[src/design/earliest_due_timer_scheduler_assert.svh]
// assertion macros shared by the scheduler rtl
// depends on nothing; define NO_ASSERTIONS to compile them out
`ifndef EARLIEST_DUE_TIMER_SCHEDULER_ASSERT_SVH
`define EARLIEST_DUE_TIMER_SCHEDULER_ASSERT_SVH

`ifndef NO_ASSERTIONS

// checked on every rising clock edge outside reset
`define EDTS_ASSERT_RST(lbl, clk, rst_n, prop, msg) \
    lbl: assert property (@(posedge clk) disable iff (!rst_n) prop) else $error(msg);

// checked on every rising clock edge, reset included
`define EDTS_ASSERT_ALWAYS(lbl, clk, prop, msg) \
    lbl: assert property (@(posedge clk) prop) else $error(msg);

`else

`define EDTS_ASSERT_RST(lbl, clk, rst_n, prop, msg)
`define EDTS_ASSERT_ALWAYS(lbl, clk, prop, msg)

`endif

`endif

[src/design/edts_pkg.sv]
// types and constants of the earliest due timer scheduler
// depends on nothing
package edts_pkg;

    localparam int OCC_W  = 5;
    localparam int TIME_W = 32;
    localparam int ID_W   = 16;

    typedef enum logic [1:0] {
        OP_ADD    = 2'd0,
        OP_REMOVE = 2'd1,
        OP_TICK   = 2'd2,
        OP_NOP    = 2'd3
    } t_op;

    typedef enum logic [1:0] {
        KIND_ADDED      = 2'd0,
        KIND_REMOVED    = 2'd1,
        KIND_DISPATCHED = 2'd2,
        KIND_NONE       = 2'd3
    } t_kind;

    typedef struct packed {
        t_op                op;
        logic [TIME_W-1:0]  due_time;
        logic [TIME_W-1:0]  period;
        logic [31:0]        handle;
        logic [ID_W-1:0]    target_id;
    } t_cmd;

    typedef struct packed {
        t_kind              kind;
        logic [ID_W-1:0]    result_id;
        logic [31:0]        result_handle;
        logic               failed;
        logic [OCC_W-1:0]   occupancy;
        logic [TIME_W-1:0]  now_time;
    } t_result;

    // one task slot as held in the slot memory
    typedef struct packed {
        logic [TIME_W-1:0]  due;
        logic [TIME_W-1:0]  period;
        logic [31:0]        handle;
        logic [ID_W-1:0]    ident;
    } t_slot;

    localparam int SLOT_W = $bits(t_slot);

endpackage

[src/design/edts_ram.sv]
// generic simple dual port ram, one write and one registered read port
// depends on nothing
module edts_ram #(
    parameter int WIDTH = 8,
    parameter int DEPTH = 16
) (
    input  logic                     i_clk,
    input  logic                     i_wr_en,
    input  logic [$clog2(DEPTH)-1:0] i_wr_addr,
    input  logic [WIDTH-1:0]         i_wr_data,
    input  logic [$clog2(DEPTH)-1:0] i_rd_addr,
    output logic [WIDTH-1:0]         o_rd_data
);

    logic [WIDTH-1:0] r_mem [DEPTH];
    logic [WIDTH-1:0] r_rd_data;

    always_ff @(posedge i_clk) begin
        if (i_wr_en) begin
            r_mem[i_wr_addr] <= i_wr_data;
        end
        r_rd_data <= r_mem[i_rd_addr];
    end

    assign o_rd_data = r_rd_data;

endmodule

[src/design/earliest_due_timer_scheduler.sv]
// top level of the earliest due timer scheduler: sequencer, slot scan, result register
// depends on edts_pkg, edts_ram and earliest_due_timer_scheduler_assert.svh
`include "earliest_due_timer_scheduler_assert.svh"

// Holds up to DEPTH timed tasks. A command (add, remove, tick, no-op) is taken when
// start is high and busy is low. Every command walks all DEPTH slots through one
// read port of the slot memory and one compare unit, one slot per cycle: the scan
// state issues the reads, the drain state takes in the last read, the finish state
// updates the slot and builds the result, and o_strobe then shows the result for
// one cycle. The receiver cannot stall: o_strobe marks the new result on o_result,
// which holds it until the next command finishes, and a new command may already be
// taken in that same cycle. Valid marks live in flip-flops and are cleared at reset,
// so no clearing pass is needed. run_enable comes from i_cfg_we / i_cfg_wdata,
// resets to 1 and should only change while idle.
module earliest_due_timer_scheduler #(
    parameter int DEPTH = 16
) (
    input  logic              i_clk,
    input  logic              i_rst_n,
    input  logic              start,
    output logic              busy,
    input  edts_pkg::t_cmd    i_cmd,
    output logic              o_strobe,
    output edts_pkg::t_result o_result,
    input  logic              i_cfg_we,
    input  logic              i_cfg_wdata
);

    localparam int IDX_W = $clog2(DEPTH);
    localparam int CNT_W = $clog2(DEPTH + 1);

    // sequencer states
    typedef enum logic [3:0] {
        ST_IDLE   = 4'b0001,
        ST_SCAN   = 4'b0010,
        ST_DRAIN  = 4'b0100,
        ST_FINISH = 4'b1000
    } t_state;

    t_state r_state, n_state;

    // control state
    logic [IDX_W-1:0]  r_idx, n_idx;          // slot being read
    logic              r_rd_vld, n_rd_vld;    // read data of r_rd_idx arrives this cycle
    logic [IDX_W-1:0]  r_rd_idx, n_rd_idx;
    logic              r_found, n_found;
    logic [DEPTH-1:0]  r_valid, n_valid;
    logic [CNT_W-1:0]  r_count, n_count;
    logic [edts_pkg::TIME_W-1:0] r_now, n_now;
    logic [edts_pkg::ID_W-1:0]   r_next_id, n_next_id;
    logic              r_run_en;
    logic              r_strobe, n_strobe;

    // payload
    edts_pkg::t_cmd    r_cmd, n_cmd;
    edts_pkg::t_slot   r_best, n_best;
    logic [IDX_W-1:0]  r_best_idx, n_best_idx;
    edts_pkg::t_result r_res, n_res;

    // slot memory ports
    logic                      ram_wr_en;
    logic [edts_pkg::SLOT_W-1:0] ram_wr_data;
    logic [edts_pkg::SLOT_W-1:0] ram_rd_data;
    edts_pkg::t_slot           rd_slot;
    edts_pkg::t_slot           wr_slot;

    // shared compare unit and reload adder
    logic                      slot_vld;
    logic                      hit;
    logic [edts_pkg::TIME_W-1:0] reload_base;
    logic [edts_pkg::TIME_W:0]   reload_sum;
    logic [edts_pkg::TIME_W-1:0] reload_due;

    edts_ram #(
        .WIDTH (edts_pkg::SLOT_W),
        .DEPTH (DEPTH)
    ) u_slot_ram (
        .i_clk     (i_clk),
        .i_wr_en   (ram_wr_en),
        .i_wr_addr (r_best_idx),
        .i_wr_data (ram_wr_data),
        .i_rd_addr (r_idx),
        .o_rd_data (ram_rd_data)
    );

    assign rd_slot  = edts_pkg::t_slot'(ram_rd_data);
    assign slot_vld = r_valid[r_rd_idx];
    assign busy     = (r_state != ST_IDLE);
    assign o_strobe = r_strobe;
    assign o_result = r_res;

    // compare unit: decides whether the slot just read beats what was found so far
    always_comb begin
        hit = 1'b0;
        if (r_rd_vld) begin
            case (r_cmd.op)
                edts_pkg::OP_ADD:    hit = !slot_vld && !r_found;
                edts_pkg::OP_REMOVE: hit = slot_vld && !r_found &&
                                           (rd_slot.ident == r_cmd.target_id);
                // strict less keeps the lowest slot on equal due times
                edts_pkg::OP_TICK:   hit = r_run_en && slot_vld && (rd_slot.due <= r_now) &&
                                           (!r_found || (rd_slot.due < r_best.due));
                default:             hit = 1'b0;
            endcase
        end
    end

    // reload of a periodic task: max(due, now) + period, saturating
    always_comb begin
        reload_base = (r_best.due > r_now) ? r_best.due : r_now;
        reload_sum  = {1'b0, reload_base} + {1'b0, r_best.period};
        reload_due  = reload_sum[edts_pkg::TIME_W] ? '1 : reload_sum[edts_pkg::TIME_W-1:0];
    end

    always_comb begin
        n_state    = r_state;
        n_idx      = r_idx;
        n_rd_vld   = 1'b0;
        n_rd_idx   = r_rd_idx;
        n_found    = r_found;
        n_valid    = r_valid;
        n_count    = r_count;
        n_now      = r_now;
        n_next_id  = r_next_id;
        n_strobe   = 1'b0;
        n_cmd      = r_cmd;
        n_best     = r_best;
        n_best_idx = r_best_idx;
        n_res      = r_res;
        ram_wr_en  = 1'b0;
        wr_slot    = r_best;

        // record the winning slot as the scan goes by
        if (hit) begin
            n_found    = 1'b1;
            n_best     = rd_slot;
            n_best_idx = r_rd_idx;
        end

        unique case (r_state)
            ST_IDLE: begin
                if (start) begin
                    n_cmd   = i_cmd;
                    n_idx   = '0;
                    n_found = 1'b0;
                    // time advances first so the due test sees the new time
                    if ((i_cmd.op == edts_pkg::OP_TICK) && (r_now != '1)) begin
                        n_now = r_now + edts_pkg::TIME_W'(1);
                    end
                    n_state = ST_SCAN;
                end
            end
            ST_SCAN: begin
                n_rd_vld = 1'b1;
                n_rd_idx = r_idx;
                if (r_idx == IDX_W'(DEPTH - 1)) begin
                    n_state = ST_DRAIN;
                end else begin
                    n_idx = r_idx + IDX_W'(1);
                end
            end
            ST_DRAIN: begin
                n_state = ST_FINISH;
            end
            ST_FINISH: begin
                n_res.kind          = edts_pkg::KIND_NONE;
                n_res.result_id     = '0;
                n_res.result_handle = '0;
                n_res.failed        = 1'b0;
                case (r_cmd.op)
                    edts_pkg::OP_ADD: begin
                        n_res.kind = edts_pkg::KIND_ADDED;
                        if (r_found) begin
                            wr_slot.due         = r_cmd.due_time;
                            wr_slot.period      = r_cmd.period;
                            wr_slot.handle      = r_cmd.handle;
                            wr_slot.ident       = r_next_id;
                            ram_wr_en           = 1'b1;
                            n_valid[r_best_idx] = 1'b1;
                            n_count             = r_count + CNT_W'(1);
                            n_next_id           = r_next_id + edts_pkg::ID_W'(1);
                            n_res.result_id     = r_next_id;
                        end else begin
                            n_res.failed = 1'b1;
                        end
                    end
                    edts_pkg::OP_REMOVE: begin
                        n_res.kind      = edts_pkg::KIND_REMOVED;
                        n_res.result_id = r_cmd.target_id;
                        if (r_found) begin
                            n_valid[r_best_idx] = 1'b0;
                            n_count             = r_count - CNT_W'(1);
                        end else begin
                            n_res.failed = 1'b1;
                        end
                    end
                    edts_pkg::OP_TICK: begin
                        if (r_found) begin
                            n_res.kind          = edts_pkg::KIND_DISPATCHED;
                            n_res.result_id     = r_best.ident;
                            n_res.result_handle = r_best.handle;
                            if (r_best.period != '0) begin
                                wr_slot.due = reload_due;
                                ram_wr_en   = 1'b1;
                            end else begin
                                // one-shot task is freed
                                n_valid[r_best_idx] = 1'b0;
                                n_count             = r_count - CNT_W'(1);
                            end
                        end
                    end
                    default: begin
                        n_res.kind = edts_pkg::KIND_NONE;
                    end
                endcase
                n_res.occupancy = edts_pkg::OCC_W'(n_count);
                n_res.now_time  = r_now;
                n_strobe        = 1'b1;
                n_state         = ST_IDLE;
            end
            default: begin
                n_state = ST_IDLE;
            end
        endcase
    end

    assign ram_wr_data = edts_pkg::SLOT_W'(wr_slot);

    // control registers
    always_ff @(posedge i_clk) begin
        if (!i_rst_n) begin
            r_state   <= ST_IDLE;
            r_idx     <= '0;
            r_rd_vld  <= 1'b0;
            r_rd_idx  <= '0;
            r_found   <= 1'b0;
            r_valid   <= '0;
            r_count   <= '0;
            r_now     <= '0;
            r_next_id <= '0;
            r_run_en  <= 1'b1;
            r_strobe  <= 1'b0;
        end else begin
            r_state   <= n_state;
            r_idx     <= n_idx;
            r_rd_vld  <= n_rd_vld;
            r_rd_idx  <= n_rd_idx;
            r_found   <= n_found;
            r_valid   <= n_valid;
            r_count   <= n_count;
            r_now     <= n_now;
            r_next_id <= n_next_id;
            r_strobe  <= n_strobe;
            if (i_cfg_we) begin
                r_run_en <= i_cfg_wdata;
            end
        end
    end

    // payload registers, no reset needed
    always_ff @(posedge i_clk) begin
        r_cmd      <= n_cmd;
        r_best     <= n_best;
        r_best_idx <= n_best_idx;
        r_res      <= n_res;
    end

    // a result shows up only right after the update cycle
    `EDTS_ASSERT_RST(a_strobe_after_finish, i_clk, i_rst_n, o_strobe |-> ($past(r_state) == ST_FINISH), "strobe without finish")
    // the fill count tracks the valid marks
    `EDTS_ASSERT_RST(a_count_matches_valid, i_clk, i_rst_n, r_count == CNT_W'($countones(r_valid)), "fill count mismatch")
    // a transfer always starts a full scan
    `EDTS_ASSERT_RST(a_accept_starts_scan, i_clk, i_rst_n, (start && !busy) |=> (r_state == ST_SCAN), "transfer did not start scan")
    // failure is only reported for add and remove
    `EDTS_ASSERT_RST(a_failed_kind, i_clk, i_rst_n, (o_strobe && o_result.failed) |-> ((o_result.kind == edts_pkg::KIND_ADDED) || (o_result.kind == edts_pkg::KIND_REMOVED)), "failed on wrong kind")

endmodule
[config.mk]
export PLATFORM = sky130hd
export DESIGN_NAME = earliest_due_timer_scheduler
export DESIGN_NICKNAME = d
export VERILOG_FILES = /design/src/design/edts_pkg.sv /design/src/design/edts_ram.sv /design/src/design/earliest_due_timer_scheduler.sv
export VERILOG_INCLUDE_DIRS = /design/src /design/src/design
export SDC_FILE = /design/constraint.sdc
export NUM_CORES = 2
export LEC_CHECK = 0
export BUFFER_PORTS_ARGS = -buffer_cell sky130_fd_sc_hd__buf_2
export CORE_UTILIZATION = 31
export CTS_CLUSTER_SIZE = 16
export DETAILED_ROUTE_END_ITERATION = 7
export GPL_TIMING_DRIVEN = 0
export MAX_ROUTING_LAYER = met4
export SYNTH_ARGS = -nofsm -noshare
export SYNTH_HDL_FRONTEND = slang
export SYNTH_HIERARCHICAL = 1
export SYNTH_SLANG_ARGS = --single-unit
[constraint.sdc]
create_clock -name i_clk -period 28.4 [get_ports i_clk]
set_clock_uncertainty 0.1 [all_clocks]
set_input_delay 2.84 -clock i_clk [delete_from_list [all_inputs] [get_ports i_clk]]
set_output_delay 2.84 -clock i_clk [all_outputs]
set_load 0.005 [all_outputs]
## Word-level counts from Yosys, hierarchy flattened

Memories as Yosys holds them, arrays and structs flattened. A register that Yosys moved wholly into a read port is not among the register bits.
Index checks and enable logic that the tools add are counted.

| cells by class | value |
|---|---|
| add/subtract/negate cells | 6 |
| order comparisons | 6 |
| bitwise gates (word level) | 3 |
| multiplexer cells | 47 |
| reductions and logical operators | 23 |
| equal/unequal tests | 18 |

Operators with widths:

| cell | number |
|---|---|
| 112-bit 2-to-1 mux | 2 |
| 32-bit 2-to-1 mux | 4 |
| 16-bit case mux with 3 select lines | 2 |
| 16-bit 2-to-1 mux | 5 |
| 80-bit 2-to-1 mux | 1 |
| 32-bit case mux with 2 select lines | 1 |
| 49-bit 2-to-1 mux | 1 |
| 32-bit by 32-bit adder with 33-bit output | 1 |
| 32-bit by 1-bit adder with 32-bit output (second input constant) | 1 |
| 32-bit greater-than comparator | 1 |
| 32-bit <= comparator | 1 |
| 32-bit < comparator | 1 |
| 32-bit inequality test (second input constant) | 1 |
| 32-bit nonzero test | 1 |
| 5-bit 2-to-1 mux | 4 |
| 16-bit by 1-bit adder with 16-bit output (second input constant) | 1 |
| 16-bit AND | 1 |
| 16-bit equality test | 1 |
| 4-bit 2-to-1 mux | 4 |
| 16-bit inverter | 1 |
| 16-bit OR | 1 |
| 1-bit 2-to-1 mux | 15 |
| 5-bit case mux with 3 select lines | 1 |
| 2-bit inequality test (second input constant) | 7 |
| other kinds (29) | 44 |

| word-level totals | value |
|---|---|
| memories | 1 |
| output and inout port bits | 90 |
| register bits after elaboration | 403 |
| word-level logic and storage cells | 131 |
| bits of input ports | 119 |
| RAM bits | 1792 |

Memory list:

| name | words | width | read ports | clocked after Yosys merged registers in | write ports | RTL line | text |
|---|---|---|---|---|---|---|---|
| u_slot_ram.r_mem | 16 | 112 | 1 | 1 | 1 | edts_ram.sv:15 | `logic [WIDTH-1:0] r_mem [DEPTH];` |

## Logic depth before layout (Yosys ltp)

| depth | value |
|---|---|
| word-level depth | 10 |
| depth in mapped cells | 24 |

## Hierarchy

Netlist, hierarchy kept.

By module, submodules not included:

| module | area an instance (um^2) | times used | cells each |
|---|---|---|---|
| edts_ram | 69168.8 | 1 | 2864 |
| earliest_due_timer_scheduler | 20825.0 | 1 | 1962 |

## Worst setup path before layout

No wires, ideal clock.

| path | value |
|---|---|
| path type | in2reg |
| start | input port start |
| end | register r_now[26] (netlist name) |
| arrival time | 12.552 ns |
| cell stages on the path | 9 |
| path slack | 15.620 ns |
| required time | 28.172 ns |
| cell sequence | nand2_1 -> nor3_1 -> and3b_1 -> a21boi_2 -> and2_0 -> clkbuf_1 -> nand4_1 -> xnor2_1 -> nor2_1 |

| on the way | value |
|---|---|
| word-level cells in the longest chain between the ends | 1 |

RTL lines:

| what | RTL line | text |
|---|---|---|
| start, declared | earliest_due_timer_scheduler.sv:20 | `input logic start,` |
| 3-bit AND reduction (no source line) | n/a |  |
| end signal, assigned | earliest_due_timer_scheduler.sv:251 | `r_now <= n_now;` |
| end, declared | earliest_due_timer_scheduler.sv:49 | `logic [edts_pkg::TIME_W-1:0] r_now, n_now;` |

No other way between the ends.
A chain may end at the register's enable or synchronous reset.

## Worst setup path in the final report

| path | value |
|---|---|
| start | register r_now[1] (netlist name) |
| end | memory u_slot_ram/r_mem[0][108] (netlist name), data pin |

| on the way | value |
|---|---|
| word-level cells in the longest chain between the ends | 8 |

RTL lines:

| what | RTL line | text |
|---|---|---|
| 32-bit greater-than comparator | earliest_due_timer_scheduler.sv:110 | `reload_base = (r_best.due > r_now) ? r_best.due : r_now;` |
| 32-bit 2-to-1 mux * | earliest_due_timer_scheduler.sv:110 |  |
| 32-bit by 32-bit adder with 33-bit output * | earliest_due_timer_scheduler.sv:111 | `reload_sum = {1'b0, reload_base} + {1'b0, r_best.period};` |
| 32-bit 2-to-1 mux * | earliest_due_timer_scheduler.sv:112 | `reload_due = reload_sum[edts_pkg::TIME_W] ? '1 : reload_sum[edts_pkg::TIME_W-1:0];` |
| 32-bit 2-to-1 mux * | earliest_due_timer_scheduler.sv:202 | `if (r_best.period != '0) begin` |
| 32-bit 2-to-1 mux * | earliest_due_timer_scheduler.sv:198 | `if (r_found) begin` |
| 32-bit case mux with 2 select lines * | earliest_due_timer_scheduler.sv:170 | `case (r_cmd.op)` |
| 112-bit 2-to-1 mux * | earliest_due_timer_scheduler.sv:140 | `unique case (r_state)` |
| via ram_wr_data, one bit | earliest_due_timer_scheduler.sv:62 | `logic [edts_pkg::SLOT_W-1:0] ram_wr_data;` |
| end, declared | edts_ram.sv:15 |  |

The timed path passes the listed nets; every way through them passes the cells marked *.

==> results.sh <==
export IMPL_globalplace_congestion=0.910
export IMPL_grt_overflow_total=0
export IMPL_pwr_per_cell_area_nw_per_um2=63.2
export IMPL_worst_r2r_path_depth=23
export IMPL_synth_async_reset_ratio=0
export IMPL_timing_rr_start="r_now[1]$_SDFFE_PN0P_"
export IMPL_die_w_um=541
export IMPL_fmax_mhz=122
export IMPL_worstHoldEndpoint="r_best[76]$_DFFE_PP_"
export IMPL_final_setup_worst_slack_ns=20.21
export IMPL_synth_mux_area_fraction=0.118
export IMPL_place_detailed_hpwl_mm=179
export IMPL_mostFrequentLayoutCells="sky130_fd_sc_hd__edfxtp_1 (2110), sky130_fd_sc_hd__nand2_1 (473), sky130_fd_sc_hd__mux4_2 (453)"
export IMPL_cts_htree_levels=4
export IMPL_tritoncts="done"
export IMPL_cellLeakagePower_nw=34.0
export IMPL_required_ns=28.80
export IMPL_final_report_max_slew_violation_count=0
export IMPL_placed_cells=8979
export IMPL_status="finished clean"
export IMPL_fp_dieArea_um2=292000
export IMPL_finalCritPeriodShare=0.289
export IMPL_postCtsHoldBufs=0
export IMPL_route_vias_total=49700
export IMPL_holdCritStartpoint="u_slot_ram/o_rd_data[76]$_DFF_P_"
export IMPL_synthFlopType="sky130_fd_sc_hd__edfxtp_1"
export IMPL_tightestPinTransition_ns=1.47
export IMPL_core_um2=288000
export IMPL_syn_instance_count=4826
export IMPL_maximum_number_of_pins_on_one_net_before_global_route_repair=61
export IMPL_place_port_buffers=208
export IMPL_rows=197
export IMPL_worst_setup_ep_type="flop"
export IMPL_seq_area_frac_synth=0.748
export IMPL_synth_edff_count=2110
export IMPL_layout_area_seq_um2=67300
export IMPL_max_slew_headroom=0.0198
export IMPL_stdcell_count=9391
export IMPL_cts_inserted_buffers=219
export IMPL_dr_first_iter_drc_count=6187
export IMPL_ys_types=74
export IMPL_r2r_slack_ns=20.21
export IMPL_cts_resized=0
export IMPL_clk_latency_ns=0.89
export IMPL_synth_cell_area_um2=90000
export IMPL_dpl_worst_slack_ns=20.25
export IMPL_clock_tree_root_cell="sky130_fd_sc_hd__clkbuf_16"
export IMPL_vias_in_the_first_global_route=49000
export IMPL_final_period_minus_worst_setup_slack_ns=8.19
export IMPL_synth_avg_cell_area_um2=18.6
export IMPL_hold_path_class="reg -> reg"
export IMPL_worst_endpoint_arrival_ns=8.59
export IMPL_post_synth_xor_xnor_area=0.00808
export IMPL_worstReg2RegEnd="u_slot_ram/r_mem[0][108]$_DFFE_PP_"
export IMPL_post_synthesis_sequential_element_count=2307
export IMPL_synthSimpleGateAreaFrac=0.0433
export IMPL_synth_top_family_by_area="multiplexers"
export IMPL_min_delay_path_depth=0
export IMPL_synth_fp_nets=5083
export IMPL_layout_cells_most_common="sky130_fd_sc_hd__edfxtp_1"
export IMPL_global_route_usage_total=0.180
export IMPL_grt_antenna_before_repair=23
export IMPL_final_net_count=5677
export IMPL_design_portCount=209
export IMPL_grt_pass1_wl_mm=366
export IMPL_routed_wirelength_mm=261
export IMPL_drc=0
export IMPL_yosys_area_share_adder=0.0193
export IMPL_area_growth_syn_to_layout_pct=17.7
export IMPL_initial_core_util=0.312
export IMPL_ir_drop_uv=48.2
export IMPL_fillers=26500
export IMPL_route_antenna_remaining_nets=0
export IMPL_tns_ns=0
export IMPL_worst_setup_path_start_kind="flop"
export IMPL_setup_violations_final=0
export IMPL_via_per_inst=5.29
export IMPL_critical_path_startpoint="r_now[1]$_SDFFE_PN0P_"
export IMPL_clock_sinks=2307
export IMPL_max_cap_violations=0
export IMPL_cts_root_to_sink_buffers=4
export IMPL_fin_hold_ws_ns=0.302
export IMPL_synthesis_yosys_warnings=6
export IMPL_number_of_setup_buffers_added_after_cts=0
export IMPL_clk_pin_slew_ns=0.07
export IMPL_grt_setup_unrepaired="false"
export IMPL_drt_pass1_iter_count=6
export IMPL_die_height_um=541
export IMPL_worst_setup_path_type="reg -> reg"
export IMPL_crit_path_max_fanout=16
export IMPL_multiInputGateArea_um2=21400
export IMPL_drive_gt1_frac=0.227
export IMPL_route_detailed_wl_per_inst_um=27.8
export IMPL_finalHoldViolations=0
export IMPL_power_mw=6.69
export IMPL_synth_compound_area_share=0.0475
[worst max-delay path by stage]
| stage | endpoint | slack, ns | cells past startpoint |
|---|---|---|---|
| after global routing | u_slot_ram/r_mem[10][108]$_DFFE_PP_ | 19.91 | 23 |
| after global placement | u_slot_ram/r_mem[0][32]$_DFFE_PP_ | 4.95 | 10 |
| after CTS | u_slot_ram/r_mem[15][111]$_DFFE_PP_ | 20.24 | 23 |
| after floorplan | r_now[26]$_SDFFE_PN0P_ | 15.62 | 9 |
| after detailed placement | u_slot_ram/r_mem[10][111]$_DFFE_PP_ | 20.25 | 23 |
| final | u_slot_ram/r_mem[0][108]$_DFFE_PP_ | 20.21 | 23 |
[flip-flops by register name, summed over array words and instances (netlist names), named ones only]
signal and flops:
u_slot_ram/r_mem 1792, u_slot_ram/o_rd_data 112, r_found 1, r_cmd 114, o_strobe 1, r_next_id 16, r_best_idx 4, r_idx 4
r_state 4, r_count 5, o_result 88, r_rd_vld 1, r_rd_idx 4, r_best 112, r_now 32, r_run_en 1
[area by class of cell]
class / count / share of cell area
flip-flops and latches: 2307 / 0.636
multi-input cells: 2189 / 0.202
clock buffers: 299 / 0.0581
well taps: 3781 / 0.0447
repair buffers: 373 / 0.0365
plain buffers: 239 / 0.0108
clock inverters: 104 / 0.00915
inverters: 91 / 0.00323
diodes: 8 / 0.000189
[per-layer routing]
layer | share of wire | global-route usage
met5 | 0 | -
met4 | 0.027 | 0.0466
met3 | 0.098 | 0.0398
met2 | 0.44 | 0.266
met1 | 0.43 | 0.250
[where the power goes]
group | switching (mW) | internal, mW | total (mW)
sequential | 0.0140 | 3.67 | 3.69
combinational | 0.0449 | 0.0269 | 0.0718
clock | 1.28 | 1.65 | 2.93
total | 1.34 | 5.36 | 6.69
[metrics by stage]
stage	utilization	cell area [um^2]
detailed placement	0.342	98700
global route	0.367	106000
floorplan	-	90000
CTS	0.367	106000
finish	0.367	106000
global placement	0.332	95800
[cells in the mapped netlist (5+ instances only)]
master                     instances  area, um^2
sky130_fd_sc_hd__edfxtp_1       2110       63400
sky130_fd_sc_hd__nand2_1         473        1780
sky130_fd_sc_hd__mux4_2          453       10200
sky130_fd_sc_hd__a22oi_1         251        1880
sky130_fd_sc_hd__dfxtp_1         197        3940
sky130_fd_sc_hd__ha_1            137        1710
sky130_fd_sc_hd__clkbuf_1        133         499
sky130_fd_sc_hd__nor2_1          129         484
sky130_fd_sc_hd__a21oi_1          93         465
sky130_fd_sc_hd__inv_1            89         334
sky130_fd_sc_hd__o21ai_0          82         410
sky130_fd_sc_hd__xnor2_1          61         534
sky130_fd_sc_hd__nand3_1          58         290
sky130_fd_sc_hd__buf_1            47         176
sky130_fd_sc_hd__nand4_1          44         275
sky130_fd_sc_hd__a21o_1           39         293
sky130_fd_sc_hd__mux2i_1          37         370
sky130_fd_sc_hd__and3_1           36         225
sky130_fd_sc_hd__buf_4            32         240
sky130_fd_sc_hd__nor3_1           31         155
sky130_fd_sc_hd__o221ai_1         26         228
sky130_fd_sc_hd__xor2_1           22         193
sky130_fd_sc_hd__a222oi_1         16         160
sky130_fd_sc_hd__nor4_1           15        93.8
sky130_fd_sc_hd__and2_1           14        87.6
sky130_fd_sc_hd__buf_2            14        70.1
sky130_fd_sc_hd__nor2b_1          14        87.6
sky130_fd_sc_hd__buf_6            13         146
sky130_fd_sc_hd__nand2b_1         13        81.3
sky130_fd_sc_hd__or3_1            12        75.1
sky130_fd_sc_hd__a31oi_1          10        62.6
sky130_fd_sc_hd__a211oi_1          9        67.6
sky130_fd_sc_hd__and4_1            9        78.8
sky130_fd_sc_hd__o211a_1           9        90.1
sky130_fd_sc_hd__o211ai_1          8        60.1
sky130_fd_sc_hd__nand3b_1          7        52.6
sky130_fd_sc_hd__o21a_1            6        45.0
sky130_fd_sc_hd__o22ai_1           5        31.3
[worst max-delay path: stages (launching register included)]
cell                        delay (ns)
sky130_fd_sc_hd__dfxtp_1          0.64
sky130_fd_sc_hd__inv_1            0.38
sky130_fd_sc_hd__ha_1             0.41
sky130_fd_sc_hd__nor2b_1          0.14
sky130_fd_sc_hd__o21a_1           0.12
sky130_fd_sc_hd__o21a_1           0.11
sky130_fd_sc_hd__o21a_1           0.11
sky130_fd_sc_hd__o21ai_0          0.07
sky130_fd_sc_hd__o2111ai_1        0.19
sky130_fd_sc_hd__a31oi_1          0.19
sky130_fd_sc_hd__o311ai_2         0.81
sky130_fd_sc_hd__buf_2            0.50
sky130_fd_sc_hd__mux2i_1          0.43
sky130_fd_sc_hd__ha_1             0.27
sky130_fd_sc_hd__and2_1           0.21
sky130_fd_sc_hd__nand2_1          0.11
sky130_fd_sc_hd__nor2_1           0.28
sky130_fd_sc_hd__a221oi_2         0.14
sky130_fd_sc_hd__o221ai_2         0.32
sky130_fd_sc_hd__a221oi_4         0.13
sky130_fd_sc_hd__o211ai_2         0.43
sky130_fd_sc_hd__clkbuf_1         0.70
sky130_fd_sc_hd__a221oi_1         0.10
sky130_fd_sc_hd__a32oi_1          0.94
[cells by family (layout without fill, tap and decap cells)]
family          count (synthesis)  after routing
other cells                     0              8
compound gates                606            606
fa+ha+maj                     138            138
buf+inv                       330           1106
simple gates                  871            871
flops                        2307           2307
xor+xnor                       83             83
mux                           491            491
(Power assumes the default switching activity.)
